### src/hdl/csi_parameter_parser_macros.svh
// Assertion helpers shared by the blocks of the CSI parameter parser.
// Each macro expects clk and rst_n to be visible where it is used.
`ifndef CSI_PARAMETER_PARSER_MACROS_SVH
`define CSI_PARAMETER_PARSER_MACROS_SVH

// Consequent must hold in the same cycle as the antecedent.
`define CSI_ASSERT_SAME(lbl, ante, cons, msg) \
  lbl: assert property (@(posedge clk) disable iff (!rst_n) (ante) |-> (cons)) \
    else $error(msg);

// Consequent must hold in the cycle after the antecedent.
`define CSI_ASSERT_NEXT(lbl, ante, cons, msg) \
  lbl: assert property (@(posedge clk) disable iff (!rst_n) (ante) |=> (cons)) \
    else $error(msg);

`endif

### src/hdl/csi_pkg.sv
`timescale 1ns / 1ps

package csi_pkg;

  typedef enum logic {
    CTL_RUN,
    CTL_EMIT
  } ctl_state_t;

  // Event kinds on the result channel.
  localparam logic [1:0] EV_PARAM = 2'd0;
  localparam logic [1:0] EV_CTRL  = 2'd1;
  localparam logic [1:0] EV_ABORT = 2'd2;

  // Character codes.
  localparam logic [7:0] CH_MARK_LO  = 8'h3C;  // '<'
  localparam logic [7:0] CH_MARK_HI  = 8'h3F;  // '?'
  localparam logic [7:0] CH_SEP      = 8'h3B;  // ';'
  localparam logic [7:0] CH_ZERO     = 8'h30;  // '0'
  localparam logic [7:0] CH_NINE     = 8'h39;  // '9'
  localparam logic [7:0] CH_ESC      = 8'h1B;
  localparam logic [7:0] CH_CTRL_END = 8'h20;
  localparam logic [7:0] CH_FINAL_LO = 8'h40;
  localparam logic [7:0] CH_FINAL_HI = 8'h7F;

  localparam logic [19:0] RADIX   = 20'd10;
  localparam logic [15:0] ACC_MAX = 16'hFFFF;

  // Register index, taken from paddr[3] (registers are 8 bytes apart).
  localparam logic REG_DEFAULT_TABLE = 1'b0;

  typedef struct packed {
    logic take;   // accept the input request
    logic emit;   // load the next stored parameter into the output register
  } csi_cmd_t;

  typedef struct packed {
    logic final_hit;  // the presented byte closes a sequence with results
    logic emit_last;  // the parameter being emitted is the last one
    logic out_free;   // the output register can take a new request
  } csi_stat_t;

endpackage

### src/hdl/csi_if.sv
`timescale 1ns / 1ps

interface csi_in_if;
  logic       valid;
  logic       ready;
  logic [7:0] byte_in;
  logic       start_sequence;

  modport source (output valid, byte_in, start_sequence, input ready);
  modport sink (input valid, byte_in, start_sequence, output ready);
endinterface

interface csi_out_if;
  logic        valid;
  logic        ready;
  logic [1:0]  event_kind;
  logic [7:0]  code_byte;
  logic [7:0]  private_prefix;
  logic [4:0]  param_index;
  logic [15:0] param_value;
  logic [5:0]  param_count;
  logic        last;

  modport source (output valid, event_kind, code_byte, private_prefix, param_index,
                  param_value, param_count, last, input ready);
  modport sink (input valid, event_kind, code_byte, private_prefix, param_index,
                param_value, param_count, last, output ready);
endinterface

### src/hdl/csi_parameter_parser.sv
// CSI parameter parser: takes the bytes that follow ESC [ one request at a time and
// turns them into parameter, control pass-through and abort events. Every byte that
// produces no result or a single result is taken whenever the output register is
// free and no parameters are pending. A final byte 0x40..0x7F is taken and then holds
// the input off while its N stored parameters (N from 1 to MAX_PARAMS) leave the
// output register, one per cycle while the sink is ready.
// The 64-bit default table sits at byte address 0 of the APB port and resets to zero.
`timescale 1ns / 1ps
`include "csi_parameter_parser_macros.svh"

module csi_parameter_parser #(
  parameter int MAX_PARAMS = 16
) (
  input  logic        clk,
  input  logic        rst_n,
  csi_in_if.sink      in_ch,
  csi_out_if.source   out_ch,
  input  logic        psel,
  input  logic        penable,
  input  logic        pwrite,
  input  logic [3:0]  paddr,
  input  logic [63:0] pwdata,
  output logic [63:0] prdata,
  output logic        pready
);

  csi_pkg::csi_cmd_t  cmd;
  csi_pkg::csi_stat_t stat;
  logic               cfg_we;
  logic [63:0]        cfg_table;

  assign pready = 1'b1;
  assign cfg_we = psel && penable && pwrite && (paddr[3] == csi_pkg::REG_DEFAULT_TABLE);
  assign prdata = (paddr[3] == csi_pkg::REG_DEFAULT_TABLE) ? cfg_table : 64'd0;

  csi_ctrl u_ctrl (
    .clk      (clk),
    .rst_n    (rst_n),
    .in_valid (in_ch.valid),
    .stat     (stat),
    .in_ready (in_ch.ready),
    .cmd      (cmd)
  );

  csi_dpath #(
    .MAX_PARAMS (MAX_PARAMS)
  ) u_dpath (
    .clk            (clk),
    .rst_n          (rst_n),
    .cmd            (cmd),
    .stat           (stat),
    .byte_in        (in_ch.byte_in),
    .start_sequence (in_ch.start_sequence),
    .cfg_we         (cfg_we),
    .cfg_wdata      (pwdata),
    .cfg_table      (cfg_table),
    .out_ready      (out_ch.ready),
    .out_valid      (out_ch.valid),
    .out_kind       (out_ch.event_kind),
    .out_code       (out_ch.code_byte),
    .out_prefix     (out_ch.private_prefix),
    .out_index      (out_ch.param_index),
    .out_value      (out_ch.param_value),
    .out_count      (out_ch.param_count),
    .out_last       (out_ch.last)
  );

  `CSI_ASSERT_NEXT(a_final_holds_input, in_ch.valid && in_ch.ready && stat.final_hit, !in_ch.ready, "input taken while parameters are pending")
  `CSI_ASSERT_SAME(a_emit_alone, cmd.emit, !cmd.take && stat.out_free, "emit collided with input or a full output register")
  `CSI_ASSERT_SAME(a_single_event, out_ch.valid && out_ch.event_kind != csi_pkg::EV_PARAM, out_ch.last && out_ch.param_count == 6'd0, "single event malformed")

endmodule

### src/hdl/csi_ctrl.sv
`timescale 1ns / 1ps

module csi_ctrl (
  input  logic                clk,
  input  logic                rst_n,
  input  logic                in_valid,
  input  csi_pkg::csi_stat_t  stat,
  output logic                in_ready,
  output csi_pkg::csi_cmd_t   cmd
);

  csi_pkg::ctl_state_t state_r;
  csi_pkg::ctl_state_t state_nxt;

  always_comb begin
    state_nxt = state_r;
    case (state_r)
      csi_pkg::CTL_RUN: begin
        if (in_valid && stat.out_free && stat.final_hit) begin
          state_nxt = csi_pkg::CTL_EMIT;
        end
      end
      csi_pkg::CTL_EMIT: begin
        if (stat.out_free && stat.emit_last) begin
          state_nxt = csi_pkg::CTL_RUN;
        end
      end
      default: state_nxt = csi_pkg::CTL_RUN;
    endcase
  end

  always_comb begin
    in_ready = 1'b0;
    cmd      = '0;
    case (state_r)
      csi_pkg::CTL_RUN: begin
        in_ready = stat.out_free;
        cmd.take = in_valid && stat.out_free;
      end
      csi_pkg::CTL_EMIT: begin
        cmd.emit = stat.out_free;
      end
      default: begin
        in_ready = 1'b0;
      end
    endcase
  end

  always_ff @(posedge clk) begin
    if (!rst_n) begin
      state_r <= csi_pkg::CTL_RUN;
    end else begin
      state_r <= state_nxt;
    end
  end

endmodule

### src/hdl/csi_dpath.sv
`timescale 1ns / 1ps

module csi_dpath #(
  parameter int MAX_PARAMS = 16
) (
  input  logic                clk,
  input  logic                rst_n,
  input  csi_pkg::csi_cmd_t   cmd,
  output csi_pkg::csi_stat_t  stat,
  input  logic [7:0]          byte_in,
  input  logic                start_sequence,
  input  logic                cfg_we,
  input  logic [63:0]         cfg_wdata,
  output logic [63:0]         cfg_table,
  input  logic                out_ready,
  output logic                out_valid,
  output logic [1:0]          out_kind,
  output logic [7:0]          out_code,
  output logic [7:0]          out_prefix,
  output logic [4:0]          out_index,
  output logic [15:0]         out_value,
  output logic [5:0]          out_count,
  output logic                out_last
);

  localparam int IW = (MAX_PARAMS > 1) ? $clog2(MAX_PARAMS) : 1;
  localparam int CW = $clog2(MAX_PARAMS + 1);
  localparam logic [CW-1:0] MAX_CNT = CW'(MAX_PARAMS);

  logic [63:0]   table_r, table_nxt;
  logic          phase_r, phase_nxt;
  logic [7:0]    marker_r, marker_nxt;
  logic          present_r, present_nxt;
  logic [15:0]   accum_r, accum_nxt;
  logic [CW-1:0] count_r, count_nxt;
  logic [IW-1:0] emit_idx_r, emit_idx_nxt;
  logic [7:0]    code_r, code_nxt;
  logic          def_r, def_nxt;
  logic [16:0]   store_r [MAX_PARAMS];

  logic          out_valid_r, out_valid_nxt;
  logic [1:0]    out_kind_r, out_kind_nxt;
  logic [7:0]    out_code_r, out_code_nxt;
  logic [7:0]    out_prefix_r, out_prefix_nxt;
  logic [4:0]    out_index_r, out_index_nxt;
  logic [15:0]   out_value_r, out_value_nxt;
  logic [5:0]    out_count_r, out_count_nxt;
  logic          out_last_r, out_last_nxt;

  // Byte classification.
  logic          active, is_marker, proc, is_low, is_digit, is_sep, is_esc, is_ctrl;
  logic          is_final, push, room, store_we;
  logic [CW-1:0] eff_count;
  logic          eff_present;
  logic [15:0]   eff_accum;
  logic [7:0]    digit;
  logic [19:0]   acc_sum;
  logic [15:0]   acc_sat;
  logic [16:0]   rd_entry_r;

  always_comb begin
    active    = start_sequence || phase_r;
    is_marker = start_sequence && (byte_in >= csi_pkg::CH_MARK_LO) &&
                (byte_in <= csi_pkg::CH_MARK_HI);
    proc      = active && !is_marker;
    is_low    = byte_in < csi_pkg::CH_FINAL_LO;
    is_digit  = (byte_in >= csi_pkg::CH_ZERO) && (byte_in <= csi_pkg::CH_NINE);
    is_sep    = byte_in == csi_pkg::CH_SEP;
    is_esc    = byte_in == csi_pkg::CH_ESC;
    is_ctrl   = (byte_in < csi_pkg::CH_CTRL_END) && !is_esc;
    is_final  = !is_low && (byte_in <= csi_pkg::CH_FINAL_HI);

    // A start byte sees the sequence state as freshly cleared.
    eff_count   = start_sequence ? '0 : count_r;
    eff_present = start_sequence ? 1'b0 : present_r;
    eff_accum   = start_sequence ? 16'd0 : accum_r;

    push = proc && (is_sep || is_final);
    room = eff_count < MAX_CNT;

    digit   = byte_in - csi_pkg::CH_ZERO;
    acc_sum = (20'(eff_accum) * csi_pkg::RADIX) + 20'(digit[3:0]);
    acc_sat = (acc_sum > 20'(csi_pkg::ACC_MAX)) ? csi_pkg::ACC_MAX : acc_sum[15:0];

    store_we = cmd.take && push && room;
  end

  always_comb begin
    stat.final_hit = proc && is_final;
    stat.emit_last = (CW'(emit_idx_r) + CW'(1)) == count_r;
    stat.out_free  = !out_valid_r || out_ready;
  end

  always_comb begin
    table_nxt      = cfg_we ? cfg_wdata : table_r;
    phase_nxt      = phase_r;
    marker_nxt     = marker_r;
    present_nxt    = present_r;
    accum_nxt      = accum_r;
    count_nxt      = count_r;
    emit_idx_nxt   = emit_idx_r;
    code_nxt       = code_r;
    def_nxt        = def_r;

    out_valid_nxt  = out_valid_r && !out_ready;
    out_kind_nxt   = out_kind_r;
    out_code_nxt   = out_code_r;
    out_prefix_nxt = out_prefix_r;
    out_index_nxt  = out_index_r;
    out_value_nxt  = out_value_r;
    out_count_nxt  = out_count_r;
    out_last_nxt   = out_last_r;

    if (cmd.take) begin
      phase_nxt   = active && !(proc && (is_esc || !is_low));
      present_nxt = eff_present;
      accum_nxt   = eff_accum;
      count_nxt   = eff_count;
      if (start_sequence) begin
        marker_nxt = is_marker ? byte_in : 8'd0;
      end
      if (proc && is_low && is_digit) begin
        accum_nxt   = acc_sat;
        present_nxt = 1'b1;
      end
      if (push) begin
        present_nxt = 1'b0;
        accum_nxt   = 16'd0;
        if (room) begin
          count_nxt = eff_count + CW'(1);
        end
      end
      if (proc && is_final) begin
        code_nxt     = byte_in;
        // Final bytes 0x40..0x7F index the table with their low six bits.
        def_nxt      = table_r[byte_in[5:0]];
        emit_idx_nxt = '0;
      end
      if (proc && is_low && (is_esc || is_ctrl)) begin
        out_valid_nxt  = 1'b1;
        out_kind_nxt   = is_esc ? csi_pkg::EV_ABORT : csi_pkg::EV_CTRL;
        out_code_nxt   = byte_in;
        out_prefix_nxt = 8'd0;
        out_index_nxt  = 5'd0;
        out_value_nxt  = 16'd0;
        out_count_nxt  = 6'd0;
        out_last_nxt   = 1'b1;
      end
    end

    if (cmd.emit) begin
      out_valid_nxt  = 1'b1;
      out_kind_nxt   = csi_pkg::EV_PARAM;
      out_code_nxt   = code_r;
      out_prefix_nxt = marker_r;
      out_index_nxt  = 5'(emit_idx_r);
      out_value_nxt  = rd_entry_r[16] ? rd_entry_r[15:0] : {15'd0, def_r};
      out_count_nxt  = 6'(count_r);
      out_last_nxt   = stat.emit_last;
      emit_idx_nxt   = emit_idx_r + IW'(1);
    end
  end

  always_ff @(posedge clk) begin
    if (!rst_n) begin
      table_r     <= 64'd0;
      phase_r     <= 1'b0;
      marker_r    <= 8'd0;
      present_r   <= 1'b0;
      accum_r     <= 16'd0;
      count_r     <= '0;
      emit_idx_r  <= '0;
      out_valid_r <= 1'b0;
    end else begin
      table_r     <= table_nxt;
      phase_r     <= phase_nxt;
      marker_r    <= marker_nxt;
      present_r   <= present_nxt;
      accum_r     <= accum_nxt;
      count_r     <= count_nxt;
      emit_idx_r  <= emit_idx_nxt;
      out_valid_r <= out_valid_nxt;
    end
  end

  always_ff @(posedge clk) begin
    code_r       <= code_nxt;
    def_r        <= def_nxt;
    out_kind_r   <= out_kind_nxt;
    out_code_r   <= out_code_nxt;
    out_prefix_r <= out_prefix_nxt;
    out_index_r  <= out_index_nxt;
    out_value_r  <= out_value_nxt;
    out_count_r  <= out_count_nxt;
    out_last_r   <= out_last_nxt;
    if (store_we) begin
      store_r[eff_count[IW-1:0]] <= {eff_present, eff_accum};
    end
    // The read port fetches the entry to be emitted next. A write to that same
    // entry in this cycle is forwarded so the read sees the new parameter.
    if (store_we && (eff_count[IW-1:0] == emit_idx_nxt)) begin
      rd_entry_r <= {eff_present, eff_accum};
    end else begin
      rd_entry_r <= store_r[emit_idx_nxt];
    end
  end

  assign cfg_table  = table_r;
  assign out_valid  = out_valid_r;
  assign out_kind   = out_kind_r;
  assign out_code   = out_code_r;
  assign out_prefix = out_prefix_r;
  assign out_index  = out_index_r;
  assign out_value  = out_value_r;
  assign out_count  = out_count_r;
  assign out_last   = out_last_r;

endmodule

### src/flat_wrapper.sv
// flat-port wrapper written by rule: the top's interface ports become plain ports
module csi_parameter_parser_flat 
#(
  parameter int MAX_PARAMS = 16
)
  (clk, rst_n, psel, penable, pwrite, paddr, pwdata, prdata, pready, in_ch_valid, in_ch_byte_in, in_ch_start_sequence, in_ch_ready, out_ch_valid, out_ch_event_kind, out_ch_code_byte, out_ch_private_prefix, out_ch_param_index, out_ch_param_value, out_ch_param_count, out_ch_last, out_ch_ready);
  csi_in_if in_ch_i ();
  csi_out_if out_ch_i ();
  input  logic clk;
  input  logic rst_n;
  input  logic psel;
  input  logic penable;
  input  logic pwrite;
  input  logic [3:0] paddr;
  input  logic [63:0] pwdata;
  output logic [63:0] prdata;
  output logic pready;
  input wire logic [$bits(in_ch_i.valid)-1:0] in_ch_valid;
  input wire logic [$bits(in_ch_i.byte_in)-1:0] in_ch_byte_in;
  input wire logic [$bits(in_ch_i.start_sequence)-1:0] in_ch_start_sequence;
  output wire logic [$bits(in_ch_i.ready)-1:0] in_ch_ready;
  output wire logic [$bits(out_ch_i.valid)-1:0] out_ch_valid;
  output wire logic [$bits(out_ch_i.event_kind)-1:0] out_ch_event_kind;
  output wire logic [$bits(out_ch_i.code_byte)-1:0] out_ch_code_byte;
  output wire logic [$bits(out_ch_i.private_prefix)-1:0] out_ch_private_prefix;
  output wire logic [$bits(out_ch_i.param_index)-1:0] out_ch_param_index;
  output wire logic [$bits(out_ch_i.param_value)-1:0] out_ch_param_value;
  output wire logic [$bits(out_ch_i.param_count)-1:0] out_ch_param_count;
  output wire logic [$bits(out_ch_i.last)-1:0] out_ch_last;
  input wire logic [$bits(out_ch_i.ready)-1:0] out_ch_ready;
  assign in_ch_i.valid = in_ch_valid;
  assign in_ch_i.byte_in = in_ch_byte_in;
  assign in_ch_i.start_sequence = in_ch_start_sequence;
  assign in_ch_ready = in_ch_i.ready;
  assign out_ch_valid = out_ch_i.valid;
  assign out_ch_event_kind = out_ch_i.event_kind;
  assign out_ch_code_byte = out_ch_i.code_byte;
  assign out_ch_private_prefix = out_ch_i.private_prefix;
  assign out_ch_param_index = out_ch_i.param_index;
  assign out_ch_param_value = out_ch_i.param_value;
  assign out_ch_param_count = out_ch_i.param_count;
  assign out_ch_last = out_ch_i.last;
  assign out_ch_i.ready = out_ch_ready;
  csi_parameter_parser #(.MAX_PARAMS(MAX_PARAMS)) u_core (.clk(clk), .rst_n(rst_n), .in_ch(in_ch_i), .out_ch(out_ch_i), .psel(psel), .penable(penable), .pwrite(pwrite), .paddr(paddr), .pwdata(pwdata), .prdata(prdata), .pready(pready));
endmodule
### config.mk
export PLATFORM = sky130hd
export DESIGN_NAME = csi_parameter_parser_flat
export DESIGN_NICKNAME = d
export VERILOG_FILES = /design/src/hdl/csi_pkg.sv /design/src/hdl/csi_if.sv /design/src/hdl/csi_parameter_parser.sv /design/src/hdl/csi_ctrl.sv /design/src/hdl/csi_dpath.sv /design/src/flat_wrapper.sv
export VERILOG_INCLUDE_DIRS = /design/src /design/src/hdl
export SDC_FILE = /design/constraint.sdc
export NUM_CORES = 1
export LEC_CHECK = 0
export BUFFER_PORTS_ARGS = -buffer_cell sky130_fd_sc_hd__buf_2
export CAP_MARGIN = 25
export CORE_MARGIN = 8
export CORE_UTILIZATION = 59
export CTS_CLUSTER_DIAMETER = 100
export DETAILED_ROUTE_END_ITERATION = 10
export PLACE_DENSITY = 0.82
export SKIP_CTS_REPAIR_TIMING = 1
export SYNTH_ARGS = -nofsm -noshare
export SYNTH_HDL_FRONTEND = slang
export SYNTH_SLANG_ARGS = --single-unit
### constraint.sdc
create_clock -name clk -period 5.85 [get_ports clk]
set_input_delay 1.17 -clock clk [delete_from_list [all_inputs] [get_ports clk]]
set_output_delay 1.17 -clock clk [all_outputs]
set_load 0.01 [all_outputs]
---- Word level (Yosys, flattened, before mapping) ----
Memory sizes are Yosys's and may differ from the RTL's. A register that Yosys moved wholly into a read port is not among the register bits.
Index checks and enable logic that the tools add are counted.
operators by class
  reduce and logical (&&, ||, !) cells .... 39
  equal/unequal tests ..................... 3
  order comparisons ....................... 10
  $mul .................................... 1
  shift-type cells ........................ 0
  mux-type cells .......................... 48
  bitwise operators ....................... 2
  divide/modulo/power cells ............... 0
  add/subtract/negate cells ............... 5
operators by type and width
  cell                                                                                  count
  16-bit 2-to-1 mux                                                                     8
  64-bit 2-to-1 mux                                                                     1
  8-bit 2-to-1 mux                                                                      7
  5-bit 2-to-1 mux                                                                      6
  4-bit 2-to-1 mux                                                                      6
  1-bit logical AND                                                                     22
  20-bit by 4-bit adder with 20-bit output                                              1
  20-bit by 16-bit > comparator with 1-bit output (second input constant)               1
  16-bit by 3-bit multiplier with 19-bit output (second input constant)                 1
  1-bit 2-to-1 mux                                                                      17
  8-bit by 6-bit greater-or-equal comparator with 1-bit output (second input constant)  2
  8-bit by 6-bit <= comparator with 1-bit output (second input constant)                2
  8-bit by 5-bit == test with 1-bit output (second input constant)                      1
  8-bit by 6-bit == test with 1-bit output (second input constant)                      1
  8-bit by 7-bit <= comparator with 1-bit output (second input constant)                1
  8-bit by 6-bit < comparator with 1-bit output (second input constant)                 1
  8-bit by 7-bit < comparator with 1-bit output (second input constant)                 1
  2-bit AND reduction                                                                   4
  6-bit by 7-bit < comparator with 1-bit output (second input constant)                 1
  1-bit binary-select mux with 6-bit select                                             1
  1-bit logical NOT                                                                     6
  4-bit by 1-bit adder with 5-bit output (second input constant)                        1
  5-bit by 1-bit adder with 5-bit output (second input constant)                        1
  5-bit == test                                                                         1
  8 further kinds                                                                       14
word-level totals
  flip-flop bits (word level) ............. 154
  ROM bits ................................ 0
  bits in latches ......................... 0
  memories kept ........................... 1
  input bits .............................. 84
  word-level logic and storage cells ...... 127
  RAM bits ................................ 272
  output and inout port bits .............. 113
memory list
  memory                  words  width  read ports  clocked after memory_dff  write ports  RTL line         text
  u_core.u_dpath.store_r  16     17     1           1                         1            csi_dpath.sv:39  logic [16:0] store_r [MAX_PARAMS];

---- Logic depth before layout (Yosys ltp) ----
  word-level depth ........................ 10
  depth in mapped cells ................... 17
  mapped depth without buffers ............ 15

---- Hierarchy ----
From an unflattened synthesis, not the netlist that was laid out.
second synthesis, totals
  cells, all modules ...................... 1295
  area, all modules ....................... 19155.9 um2
modules (own cells, without submodules)
  module                times used  area an instance (um2)  cells an instance  seq. area each (um2)
  csi_dpath             1           18522.8                 1214               11821.3
  csi_parameter_parser  1           569.3                   74                 0.0
  csi_ctrl              1           63.8                    7                  20.0

---- Worst setup path before layout ----
Ideal clock, no wire load.
  path kind ............................... input to register
  start point ............................. in in_ch_start_sequence
  end point ............................... reg u_core.u_dpath.accum_r[0]
  stages on the path ...................... 16
  slack ................................... 0.911 ns
  path buffers ............................ 2
  arrival ................................. 4.818 ns
  library setup time ...................... 0.122 ns
  data required time ...................... 5.728 ns
  cell sequence ........................... clkbuf_1 nor2b_1 and2_1 ha_1 inv_1 fa_1 nand2b_1 a211oi_2 nor2_1 xnor2_2 nand4_1 nor4_2 mux2i_2 buf_6 a21oi_1 a221o_1
between the ends
  elaborated cells between the ends (all ways) .. 15
  those cells by class .................... add/sub (1); mul (1); order compare (1); mux (4); reduce/logical (8)
RTL lines
  item                                             RTL line            text
  from (decl)                                      flat_wrapper.sv:20  input wire logic [$bits(in_ch_i.start_sequence)-1:0] in_ch_start_sequence;
  16-bit 2-to-1 mux (*)                            csi_dpath.sv:76     eff_accum = start_sequence ? 16'd0 : accum_r;
  via u_core.u_dpath.eff_accum[0]                  csi_dpath.sv:55     logic [15:0] eff_accum;
  16-bit by 3-bit multiplier with 19-bit output    csi_dpath.sv:82     acc_sum = (20'(eff_accum) * csi_pkg::RADIX) + 20'(digit[3:0]);
  20-bit by 4-bit adder with 20-bit output         csi_dpath.sv:82
  20-bit by 16-bit > comparator with 1-bit output  csi_dpath.sv:83     acc_sat = (acc_sum > 20'(csi_pkg::ACC_MAX)) ? csi_pkg::ACC_MAX : acc_sum[15:0];
  16-bit 2-to-1 mux                                csi_dpath.sv:83
  16-bit 2-to-1 mux (*)                            csi_dpath.sv:122    if (proc && is_low && is_digit) begin
  16-bit 2-to-1 mux (*)                            csi_dpath.sv:126    if (push) begin
  to (signal assigned)                             csi_dpath.sv:179    accum_r <= accum_nxt;
  to (decl)                                        csi_dpath.sv:34     logic [15:0] accum_r, accum_nxt;
The timed path passes the listed nets; every way through them passes the cells marked *.
A chain may end at the register's enable or synchronous reset.

---- Final worst setup path ----
  start point ............................. in in_ch_start_sequence
  end point ............................... reg u_core.u_dpath.accum_r[10]
between the ends
  elaborated cells between the ends (all ways) .. 15
  those cells by class .................... add/sub (1); mul (1); order compare (1); mux (4); reduce/logical (8)
RTL lines
  item                                               RTL line
  16-bit 2-to-1 mux (*)                              csi_dpath.sv:76
  via u_core.u_dpath.eff_accum[1]                    csi_dpath.sv:55
  16-bit by 3-bit multiplier with 19-bit output (*)  csi_dpath.sv:82
  20-bit by 4-bit adder with 20-bit output (*)       csi_dpath.sv:82
  20-bit by 16-bit > comparator with 1-bit output    csi_dpath.sv:83
  16-bit 2-to-1 mux (*)                              csi_dpath.sv:83
  16-bit 2-to-1 mux (*)                              csi_dpath.sv:122
  16-bit 2-to-1 mux (*)                              csi_dpath.sv:126
Marks and branches as above.

==> impl_metrics.tcl <==
set metrics [dict create \
    status "finished, final reports clean" \
    fmax_ghz 0.2157 \
    drive_gt1_share_pct 27.47 \
    cts_sinks 430 \
    area_delta_synth_final_pct 15.33 \
    netlist-cell-type-count 67 \
    dr.pass1.iters 5 \
    ys.warnings.count 0 \
    place_ws_ns 0.4328 \
    power.density_mw_per_mm2 288.0 \
    grt_first_pass_wirelength_um 72750 \
    start_kind "input pin" \
    ir_drop_v 0.0002235 \
    core_area_mm2 0.03147 \
    total_power_uw 6245 \
    dp_hpwl_um 29110 \
    synth_top_area_share_pct 51.59 \
    slew-limit-headroom_pct 36.61 \
    async_flop_share_pct 0 \
    fp.dieArea_mm2 0.03784 \
    die_h_um 194.5 \
    start_util_pct 59.74 \
    critPathMaxFanout 22 \
    num_rows 65 \
    dr.max_layer_used "met5" \
    syn_inst 1344 \
    antenna_found_initial 2 \
    wirelength_um 47400 \
    yosys.area.top_type "edfxtp_1" \
    cap_violations 0 \
    fin_cells 1980 \
    dpl.cell_count 1889 \
    rsz0062_at_grt "false" \
    grt.overflow.total 0 \
    yosysSeqAreaShare_pct 62.98 \
    synth_area_mm2 0.01880 \
    power_leakage_uw 0.008223 \
    cts_tree "yes" \
    crit_path_end_kind "flip-flop" \
    grt_pass1_vias 12555 \
    synth_top_family_by_area "multiplexers" \
    path_class "input pin to flip-flop" \
    vias_per_cell 6.098 \
    synthAdderAreaFrac_pct 1.571 \
    layout_min_cycle_time_ns 4.637 \
    drv_slew 0 \
    tightestPinTransition_ns 0.9509 \
    cts_buffers 42 \
    nets 1649 \
    syn_avg_cell_area_um2 13.99 \
    htreeDepth 2 \
    synth_area_leaders "edfxtp_1, mux4_2, dfxtp_1" \
    synth-simple-area-share_pct 11.66 \
    finalWorstSetupSlack_ns 1.213 \
    die_w_um 194.5 \
    setup_viol 0 \
    root_buffer "clkbuf_16" \
    crit_required_ns 6.28 \
    timing.final.crit_share_pct 79.26 \
    clock_skew_ns 0.02896 \
    hold_viol 0 \
    grt_util_all_layers_pct 24.69 \
    ys_seq_elements 430 \
    synth_edf_count 323 \
    synthXorXnorAreaFrac_pct 2.276 \
    num_vias 12074 \
    hp-class "flip-flop to flip-flop" \
    route.met2.wl_um 24050 \
    m1WireLength_um 17560 \
    clk_latency_ns 0.56 \
    clkSlewWorstSetupHoldPaths_ns 0.06 \
    port_buffers 190 \
    cts_buffer_depth 3 \
    arrival_ns 5.07 \
    finalSetupTns_ns 0 \
    synthMuxAreaShare_pct 12.88 \
    drtIter0Drc 1104 \
    grt_start_max_net_pins 87 \
    avgRoutedWirePerCell_um 23.94 \
    ys.flop_type "edfxtp_1" \
    synth_compound_area_share_pct 6.342 \
    gp_congestion 0.8267 \
    ant_nets 0 \
    drc 0 \
    wl_met3_um 4065 \
    ioPinCount 197 \
]
==> path summary, 6_finish.rpt <==
kind | start | to | slack (ns) | cells past startpoint
hold reg to reg | u_core.u_dpath.cfg_table[45]$_SDFFE_PN0P_ | u_core.u_dpath.cfg_table[45]$_SDFFE_PN0P_ | 0.47 | 2
setup / recovery | in_ch_start_sequence | u_core.u_dpath.accum_r[10]$_SDFFE_PN0P_ | 1.21 | 17
hold / removal | u_core.u_dpath.cfg_table[45]$_SDFFE_PN0P_ | u_core.u_dpath.cfg_table[45]$_SDFFE_PN0P_ | 0.47 | 2
setup reg to reg | u_core.u_dpath.accum_r[1]$_SDFFE_PN0P_ | u_core.u_dpath.accum_r[10]$_SDFFE_PN0P_ | 1.82 | 15
==> per-layer routing <==
layer | vias up | GRT usage [%]
met5 | - | 0
met4 | 2 | 9.024
met3 | 133 | 5.372
met2 | 604 | 43.01
met1 | 5956 | 29.94
li1 | 5379 | -
==> stage by stage <==
stage	hold WS (ns)	util [%]	instance area, µm²
2_1_floorplan	0.4273	-	18810
5_1_grt	0.4843	68.88	21680
3_5_place_dp	0.4540	64.14	20190
6_report	0.4664	68.89	21680
3_3_place_gp	0.4407	64.03	20150
4_1_cts	0.4639	68.51	21560
==> cells by family after synthesis <==
kind of cell | Yosys count
and+or+nand+nor | 451
buffers and inverters | 99
DFF | 430
AOI/OAI and AO/OA | 185
other | 2
xor gates and xnor gates | 45
muxes | 109
adders and majority gates | 23
==> cells in the mapped netlist, drive strengths merged (22+ instances only) <==
master	number
mux4	106
dfxtp	107
edfxtp	323
ha	22
o21ai	25
nor2	66
nand2	198
clkbuf	59
and3	23
xnor2	28
and2	39
nor2b	86
buf	23
a21oi	104
==> cell type report <==
class	instances	area, µm²
Multi-Input combinational cell	816	6556
Inverter	17	63.81
Antenna cell	2	5.005
Clock inverter	23	235.2
Sequential cell	430	11850
Clock buffer	55	1140
Fill cell	2019	9791
Timing Repair Buffer	235	1334
Tap cell	402	503.0
==> layout by cell type, fill, tap and decap left out, types with 4 or more instances in the layout <==
cell	netlist	final
clkbuf_8	0	6
clkinv_1	1	8
ha_1	22	22
nand4_1	7	7
dfxtp_1	107	105
o21bai_1	4	4
o21ai_0	21	21
and2_1	39	39
a21oi_1	101	101
mux4_2	106	106
and3_1	23	23
a21o_1	9	9
nand3b_1	4	4
nand2_1	198	198
inv_1	14	14
clkbuf_16	0	42
nor2b_1	86	85
xnor2_1	27	27
nand2b_1	4	4
clkinv_2	0	9
buf_4	4	41
nand3_1	6	6
a211oi_1	6	6
a221o_1	6	6
a211oi_2	5	5
a221oi_2	5	5
buf_2	12	190
edfxtp_1	323	323
xor2_1	15	15
nor2_1	66	65
clkbuf_1	59	9
==> critical path, stage by stage <==
cell	delay (ns)
buf_2	0.18
inv_2	0.16
nand2_1	0.11
inv_2	0.29
nand2_1	0.16
inv_1	0.08
ha_1	0.24
a211oi_2	0.35
nor2_1	0.12
xor2_1	0.30
and3_1	0.28
nand4_1	0.21
nor4_2	0.36
mux2i_2	0.24
buf_4	0.32
a21oi_1	0.11
a221o_1	0.36
==> sequential cells by signal, indices dropped and copies added, names as in the netlist, named ones only <==
register                   count
u_core.u_dpath.out_code        8
u_core.u_dpath.def_r           1
u_core.u_dpath.count_r         5
u_core.u_dpath.store_r       272
u_core.u_dpath.out_prefix      8
u_core.u_dpath.out_valid       1
u_core.u_dpath.marker_r        8
u_core.u_dpath.present_r       1
u_core.u_dpath.out_count       5
u_core.u_dpath.emit_idx_r      4
u_core.u_dpath.phase_r         1
u_core.u_ctrl.state_r          1
u_core.u_dpath.out_last        1
u_core.u_dpath.out_value      16
u_core.u_dpath.out_index       4
u_core.u_dpath.code_r          8
u_core.u_dpath.cfg_table      64
u_core.u_dpath.accum_r        16
u_core.u_dpath.out_kind        2
==> power by group <==
group	switching, µW	internal [µW]	leakage, µW
clock	1170	1530	0.000678
combinational	150	101	0.00326
sequential	24.1	3270	0.00429
No activity file was read; power rests on OpenSTA's default activity.
